**src/rtl/cftt_pkg.sv**
```systemverilog
// Package for the CAN / CAN-FD frame transmission time block.
// Holds widths, protocol constants, the decoded-item struct and the CAN-FD length rounding.
// No dependencies.
package cftt_pkg;

  localparam int unsigned SIZE_W  = 12;  // payload size in bytes
  localparam int unsigned BT_W    = 13;  // bit time in ns
  localparam int unsigned FULL_W  = 9;   // number of full frames
  localparam int unsigned PART_W  = 10;  // bit count of the last partial frame
  localparam int unsigned REM_W   = 7;   // CAN-FD remainder, 1..64
  localparam int unsigned COEF_W  = 17;  // total bit count of all frames
  localparam int unsigned FIXED_W = 22;  // fixed CAN-FD time of all frames, ns
  localparam int unsigned PROD_W  = 30;  // bit count times bit time
  localparam int unsigned OUT_W   = 31;  // transmission time in ns

  localparam int unsigned CAN_FULL_BITS = 135;
  localparam int unsigned CAN_BASE_BITS = 55;
  localparam int unsigned FD_FULL_BITS  = 673;
  localparam int unsigned FD_BASE_BITS  = 28;
  localparam int unsigned FD_CRC_BITS   = 5;
  localparam int unsigned FD_FIXED_NS   = 64000;
  localparam int unsigned FD_CRC_LIMIT  = 16;
  localparam int unsigned BYTE_BITS     = 10;

  localparam logic PROTO_CAN = 1'b0;
  localparam logic PROTO_FD  = 1'b1;

  typedef struct packed {
    logic              fd;         // CAN-FD framing
    logic              nz;         // payload is not empty
    logic [FULL_W-1:0] full;       // full frames before the last one
    logic [PART_W-1:0] part_bits;  // bit count of the last frame
  } dec_t;

  // Rounds a partial CAN-FD payload up to the next data length code size.
  function automatic logic [REM_W-1:0] fd_dlc_size(input logic [REM_W-1:0] r);
    logic [REM_W-1:0] a;
    priority if (r <= REM_W'(8)) begin
      a = r;
    end else if (r <= REM_W'(12)) begin
      a = REM_W'(12);
    end else if (r <= REM_W'(16)) begin
      a = REM_W'(16);
    end else if (r <= REM_W'(20)) begin
      a = REM_W'(20);
    end else if (r <= REM_W'(24)) begin
      a = REM_W'(24);
    end else if (r <= REM_W'(32)) begin
      a = REM_W'(32);
    end else if (r <= REM_W'(48)) begin
      a = REM_W'(48);
    end else begin
      a = REM_W'(64);
    end
    return a;
  endfunction

endpackage

```
**src/rtl/cftt_decode.sv**
```systemverilog
// First-stage decode: splits a payload into full frames and a last partial frame.
// Depends on cftt_pkg.
module cftt_decode (
  input  logic                        protocol,
  input  logic [cftt_pkg::SIZE_W-1:0] frame_size,
  output cftt_pkg::dec_t              dec
);

  logic [cftt_pkg::SIZE_W-1:0] size_m1;
  logic [3:0]                  can_rem;
  logic [cftt_pkg::REM_W-1:0]  fd_rem;
  logic [cftt_pkg::REM_W-1:0]  fd_a;
  logic                        fd_crc;
  logic [cftt_pkg::PART_W-1:0] can_part;
  logic [cftt_pkg::PART_W-1:0] fd_part;

  // The partial frame holds 1..chunk bytes, so work from size minus one.
  assign size_m1  = frame_size - cftt_pkg::SIZE_W'(1);
  assign can_rem  = {1'b0, size_m1[2:0]} + 4'd1;
  assign fd_rem   = {1'b0, size_m1[5:0]} + cftt_pkg::REM_W'(1);
  assign fd_a     = cftt_pkg::fd_dlc_size(fd_rem);
  assign fd_crc   = (fd_a > cftt_pkg::REM_W'(cftt_pkg::FD_CRC_LIMIT));

  assign can_part = cftt_pkg::PART_W'(cftt_pkg::CAN_BASE_BITS)
                  + cftt_pkg::PART_W'(can_rem) * cftt_pkg::PART_W'(cftt_pkg::BYTE_BITS);
  assign fd_part  = cftt_pkg::PART_W'(cftt_pkg::FD_BASE_BITS)
                  + (fd_crc ? cftt_pkg::PART_W'(cftt_pkg::FD_CRC_BITS) : '0)
                  + cftt_pkg::PART_W'(fd_a) * cftt_pkg::PART_W'(cftt_pkg::BYTE_BITS);

  always_comb begin
    dec.fd = protocol;
    dec.nz = (frame_size != '0);
    if (!dec.nz) begin
      dec.full      = '0;
      dec.part_bits = '0;
    end else if (protocol == cftt_pkg::PROTO_FD) begin
      dec.full      = cftt_pkg::FULL_W'(size_m1[cftt_pkg::SIZE_W-1:6]);
      dec.part_bits = fd_part;
    end else begin
      dec.full      = size_m1[cftt_pkg::SIZE_W-1:3];
      dec.part_bits = can_part;
    end
  end

endmodule

```
**src/rtl/can_frame_transmission_time.sv**
```systemverilog
// CAN / CAN-FD frame transmission time, four-stage pipeline.
// Depends on cftt_pkg and cftt_decode.
//
// Each request carries a payload size in bytes, a protocol flag and a bit time in ns, and
// yields one response with the time needed to send that payload as a run of frames. Classic
// CAN uses 8-byte frames of 135 bit times each, with a last frame of r bytes costing 55+10r
// bit times. CAN-FD uses 64-byte frames costing 64000 ns plus 673 bit times each; the last
// frame is rounded up to the next data length size a and costs 64000 ns plus 28+5c+10a bit
// times (c set when a exceeds 16). An empty payload gives zero. Sizes above MAX_FRAME_BYTES
// are treated as MAX_FRAME_BYTES. The block takes one request per clock when the response
// side does not stall; each request passes through decode, bit-count multiply-add,
// multiply by the bit time and the final add into the output register. Every stage
// holds its own valid bit and moves as soon as the stage after it is free, so bubbles close
// up and a held response does not stop requests from filling the empty stages behind it.
// Within the field ranges the result always fits in 31 bits.
module can_frame_transmission_time #(
  parameter int unsigned MAX_FRAME_BYTES = 4095
) (
  input  logic        clk,
  input  logic        rst_n,
  input  logic        in_tvalid,
  output logic        in_tready,
  input  logic [31:0] in_tdata,   // [11:0] frame_size, [24:12] bit_time_ns, [31:25] zero
  input  logic        in_tuser,   // [0] protocol (0 classic CAN, 1 CAN-FD)
  output logic        out_tvalid,
  input  logic        out_tready,
  output logic [31:0] out_tdata   // [30:0] trans_time_ns, [31] zero
);

  localparam logic [15:0] MAX_SIZE = 16'(MAX_FRAME_BYTES);

  // Input fields.
  logic [cftt_pkg::SIZE_W-1:0] in_size;
  logic [cftt_pkg::SIZE_W-1:0] size_clamp;
  logic [cftt_pkg::BT_W-1:0]   in_bt;
  cftt_pkg::dec_t              dec;

  assign in_size    = in_tdata[cftt_pkg::SIZE_W-1:0];
  assign in_bt      = in_tdata[cftt_pkg::SIZE_W +: cftt_pkg::BT_W];
  assign size_clamp = (16'(in_size) > MAX_SIZE) ? cftt_pkg::SIZE_W'(MAX_SIZE) : in_size;

  cftt_decode u_decode (
    .protocol   (in_tuser),
    .frame_size (size_clamp),
    .dec        (dec)
  );

  // Stage valid bits and the ready chain: a stage may load when it is empty or when the
  // stage after it takes its content in this cycle.
  logic s1_vld_r, s2_vld_r, s3_vld_r, s4_vld_r;
  logic s1_rdy, s2_rdy, s3_rdy, s4_rdy;

  assign s4_rdy    = !s4_vld_r || out_tready;
  assign s3_rdy    = !s3_vld_r || s4_rdy;
  assign s2_rdy    = !s2_vld_r || s3_rdy;
  assign s1_rdy    = !s1_vld_r || s2_rdy;
  assign in_tready = s1_rdy;

  // Stage 1: decoded frame split.
  cftt_pkg::dec_t             s1_dec_r;
  logic [cftt_pkg::BT_W-1:0]  s1_bt_r;

  // Stage 2: total bit count and fixed CAN-FD time.
  logic [cftt_pkg::COEF_W-1:0]  s2_coef_r, s2_coef_nxt;
  logic [cftt_pkg::FIXED_W-1:0] s2_fixed_r, s2_fixed_nxt;
  logic [cftt_pkg::BT_W-1:0]    s2_bt_r;
  logic [cftt_pkg::COEF_W-1:0]  full_bits;
  logic [cftt_pkg::FULL_W:0]    frames;

  // Stage 3: bit time product.
  logic [cftt_pkg::PROD_W-1:0]  s3_prod_r, s3_prod_nxt;
  logic [cftt_pkg::FIXED_W-1:0] s3_fixed_r;

  // Stage 4: output register.
  logic [cftt_pkg::OUT_W-1:0]   s4_time_r, s4_time_nxt;

  always_comb begin
    full_bits = (s1_dec_r.fd == cftt_pkg::PROTO_FD)
              ? cftt_pkg::COEF_W'(s1_dec_r.full) * cftt_pkg::COEF_W'(cftt_pkg::FD_FULL_BITS)
              : cftt_pkg::COEF_W'(s1_dec_r.full) * cftt_pkg::COEF_W'(cftt_pkg::CAN_FULL_BITS);
    s2_coef_nxt = full_bits + cftt_pkg::COEF_W'(s1_dec_r.part_bits);
    // Every CAN-FD frame, the partial one included, adds the fixed time.
    frames = {1'b0, s1_dec_r.full} + (cftt_pkg::FULL_W + 1)'(1);
    if (s1_dec_r.nz && (s1_dec_r.fd == cftt_pkg::PROTO_FD)) begin
      s2_fixed_nxt = cftt_pkg::FIXED_W'(frames) * cftt_pkg::FIXED_W'(cftt_pkg::FD_FIXED_NS);
    end else begin
      s2_fixed_nxt = '0;
    end
    s3_prod_nxt = cftt_pkg::PROD_W'(s2_coef_r) * cftt_pkg::PROD_W'(s2_bt_r);
    s4_time_nxt = cftt_pkg::OUT_W'(s3_prod_r) + cftt_pkg::OUT_W'(s3_fixed_r);
  end

  always_ff @(posedge clk) begin
    if (!rst_n) begin
      s1_vld_r <= 1'b0;
      s2_vld_r <= 1'b0;
      s3_vld_r <= 1'b0;
      s4_vld_r <= 1'b0;
    end else begin
      if (s1_rdy) begin
        s1_vld_r <= in_tvalid;
      end
      if (s2_rdy) begin
        s2_vld_r <= s1_vld_r;
      end
      if (s3_rdy) begin
        s3_vld_r <= s2_vld_r;
      end
      if (s4_rdy) begin
        s4_vld_r <= s3_vld_r;
      end
    end
  end

  always_ff @(posedge clk) begin
    if (s1_rdy && in_tvalid) begin
      s1_dec_r <= dec;
      s1_bt_r  <= in_bt;
    end
    if (s2_rdy && s1_vld_r) begin
      s2_coef_r  <= s2_coef_nxt;
      s2_fixed_r <= s2_fixed_nxt;
      s2_bt_r    <= s1_bt_r;
    end
    if (s3_rdy && s2_vld_r) begin
      s3_prod_r  <= s3_prod_nxt;
      s3_fixed_r <= s2_fixed_r;
    end
    if (s4_rdy && s3_vld_r) begin
      s4_time_r <= s4_time_nxt;
    end
  end

  assign out_tvalid = s4_vld_r;
  assign out_tdata  = {1'b0, s4_time_r};

endmodule

```
**config.mk**
```make
export PLATFORM = sky130hd
export DESIGN_NAME = can_frame_transmission_time
export DESIGN_NICKNAME = d
export VERILOG_FILES = /design/src/rtl/cftt_pkg.sv /design/src/rtl/cftt_decode.sv /design/src/rtl/can_frame_transmission_time.sv
export SDC_FILE = /design/constraint.sdc
export NUM_CORES = 1
export LEC_CHECK = 0
export BUFFER_PORTS_ARGS = -buffer_cell sky130_fd_sc_hd__clkbuf_2
export CELL_PAD_IN_SITES_DETAIL_PLACEMENT = 0
export CELL_PAD_IN_SITES_GLOBAL_PLACEMENT = 1
export CORE_UTILIZATION = 35
export DETAILED_ROUTE_END_ITERATION = 7
export GPL_ROUTABILITY_DRIVEN = 1
export PLACE_DENSITY = 0.72
export SETUP_SLACK_MARGIN = 0.3
export SLEW_MARGIN = 20
export SYNTH_ARGS = -nofsm -noshare
export SYNTH_HDL_FRONTEND = slang
export SYNTH_SLANG_ARGS = --single-unit
```
**constraint.sdc**
```tcl
create_clock -name clk -period 11.1 [get_ports clk]
set_input_delay 0.555 -clock clk [delete_from_list [all_inputs] [get_ports clk]]
set_output_delay 0.555 -clock clk [all_outputs]
set_load 0.1 [all_outputs]
```
==> impl_metrics.tcl <==
set metrics [dict create \
    clk_pin_slew_ps 60 \
    ys_seq_area_frac 0.2608 \
    core_mm2 0.04997 \
    dominantRegCellSynth "edfxtp_1" \
    cts_buffer_depth 2 \
    syn_avg_cell_area_um2 10.12 \
    grt.overflow.total 0 \
    grtUsageTotal 0.1530 \
    cts_resized 0 \
    cp-end-kind "flop" \
    via_per_inst 4.818 \
    cts_setup_buffers 0 \
    cp_common_cell "fa_1" \
    rsz0062_at_grt "false" \
    final_nets 2236 \
    fmax_mhz 160.7 \
    tns_ps 0 \
    dieArea_mm2 0.05145 \
    ctsRootBufferMaster "clkbuf_16" \
    drt_iter0_drc 416 \
    cts_hold_buffers 0 \
    slew_violations 0 \
    grt_pass1_wl_mm 61.21 \
    cts_tree "built" \
    grt_pass1_vias 12500 \
    slew_headroom 0.3250 \
    slowest_delay_ps 800 \
    synth_edf_count 151 \
    portBuffers 62 \
    cp-start-kind "flop" \
    drc_errors 0 \
    synth_most_common_cell "inv_1" \
    drt-total-wl_mm 37.08 \
    n_antenna_cell 0 \
    clock_skew_ps 5.855 \
    numCtsBuffers 17 \
    synth_cells 1749 \
    dp_hpwl_mm 29.84 \
    wl_per_cell_um 15.07 \
    yosysTopAreaCellShare 0.2563 \
    path_max_fanout 17 \
    drive_gt1_frac 0.06540 \
    antenna_found_initial 0 \
    fp.dieH_um 226.8 \
    drt_first_pass_iters 7 \
    fp.dieW_um 226.8 \
    place_congestion 0.8541 \
    slowest_stage "edfxtp_1" \
    fin_crit_sh 0.5607 \
    io_pins 71 \
    finalSetupViolCount 0 \
    vias 11860 \
    synth_nets 2208 \
    hold_class "in -> reg" \
    maxCapViolCount 0 \
    clock_sinks 155 \
    ys_ff_latch 155 \
    min_period_ps 6224 \
    yosysTopAreaCell "edfxtp_1" \
    finalHoldViolCount 0 \
    ys_async_sr_fraction 0 \
    worstPathArrival_ps 6420 \
    fp-row-count 82 \
    crit_required_ps 11300 \
    grt_max_degree 44 \
    synth_commonest_cells "302 x inv_1, 211 x fa_1, 211 x ha_1" \
    start_util 0.3541 \
    area_growth_pct 9.123 \
    worst_pin_slew_ps 1007 \
    critical_path_class "reg -> reg" \
    drtAntennaViolNets 0 \
    syn_area_mm2 0.01769 \
    outcome "finished clean" \
    synth_cell_types 73 \
    path_cells "nand2_1 > fa_1 > inv_1 > fa_1 > fa_1 > inv_1 > fa_1 > inv_1 > fa_1 > ha_1 > o211ai_1 > a21boi_0 > nand3_1 > a22oi_1 > o211ai_1 > a21oi_1 > nor4_1 > a311o_1" \
    worstSkewPairLatency_ps 460 \
    synth_area_leaders "edfxtp_1 26%, fa_1 24%, ha_1 15%" \
    ys_warn_count 0 \
    cts_max_level 4 \
]
==> worst max-delay path, delay by kind of cell (launching register included) <==
| kind | cells | cell delay [ps] |
|---|---|---|
| buffers and inverters | 3 | 180 |
| DFF | 1 | 800 |
| and+or+nand+nor | 3 | 370 |
| adders and majority gates | 6 | 3040 |
| AOI/OAI and AO/OA | 6 | 1570 |
==> cell type report <==
class / instances / area [um^2]
Tap cell: 672 / 840.8
Inverter: 302 / 1134
Timing Repair Buffer: 66 / 340.3
Clock buffer: 18 / 429.2
Multi-Input combinational cell: 1235 / 11760
Clock inverter: 13 / 192.7
Sequential cell: 155 / 4614
Fill cell: 4915 / 30660
==> routing by layer <==
layer  GRT usage  up-vias  routed length, um
li1            -     5769                  -
met1      0.1840     5859              16020
met4     0.04861        0                768
met5           0        -                  0
met2      0.2691      180              18800
met3     0.03447       50               1485
==> worst paths after layout <==
check,cells past startpoint,start,slack (ps),end
worst max-delay path,18,s2_bt_r[12]$_DFFE_PP_,4880,s3_prod_r[26]$_DFFE_PP_
worst min-delay path,1,in_tdata[14],270,s1_bt_r[2]$_DFFE_PP_
worst max register to register,18,s2_bt_r[12]$_DFFE_PP_,4880,s3_prod_r[26]$_DFFE_PP_
worst min register to register,0,s1_bt_r[5]$_DFFE_PP_,420,s2_bt_r[5]$_DFFE_PP_
==> placed cells by master (no fill, tap or decap), drive strengths merged, types with 6 or more instances in the layout <==
| cell type | n |
|---|---|
| fa | 211 |
| xor2 | 35 |
| a21o | 20 |
| nand3 | 17 |
| and3 | 11 |
| o21ai | 39 |
| nand2 | 176 |
| a21oi | 76 |
| nor4 | 6 |
| clkbuf | 80 |
| nand4 | 13 |
| o21a | 12 |
| o31ai | 6 |
| nor2b | 12 |
| a31oi | 7 |
| nand2b | 12 |
| o211ai | 6 |
| and2 | 88 |
| a211oi | 19 |
| edfxtp | 151 |
| o21bai | 14 |
| nor2 | 74 |
| xnor2 | 88 |
| nor3 | 24 |
| ha | 211 |
| inv | 305 |
==> stage by stage <==
step	cell area, um^2	std cells	utilization	hold WS [ps]	setup slack [ps]
final	19310	2461	0.3864	270.9	4876
after global routing	19310	2461	0.3864	236.3	4528
after CTS	19310	2461	0.3864	232.5	4843
after detailed placement	18680	2430	0.3739	404.5	4875
after global placement	18680	2430	0.3739	404.5	4888
after floorplan	17690	1749	-	400.3	5387
==> state kept, by name (all words and copies together) (netlist names), 13 cells and up <==
| name | count |
|---|---|
| s3_prod_r | 30 |
| s1_dec_r | 21 |
| s2_bt_r | 13 |
| s1_bt_r | 13 |
| s3_fixed_r | 13 |
| s2_fixed_r | 13 |
| s2_coef_r | 17 |
| s4_time_r | 31 |
==> cells by family after synthesis <==
| group | synth area share |
|---|---|
| AND/OR/NAND/NOR | 0.1235 |
| adder cells (fa/ha/maj) | 0.3880 |
| buffers and inverters | 0.07709 |
| AO/OA/AOI/OAI | 0.08536 |
| flip-flops | 0.2608 |
| XOR/XNOR | 0.06089 |
| multiplexers | 0.004173 |
| other | 0.0002120 |
Power is left out: the tool's default activity adds up to more than one toggle a clock period on the data nets, which glitch-free logic cannot reach.
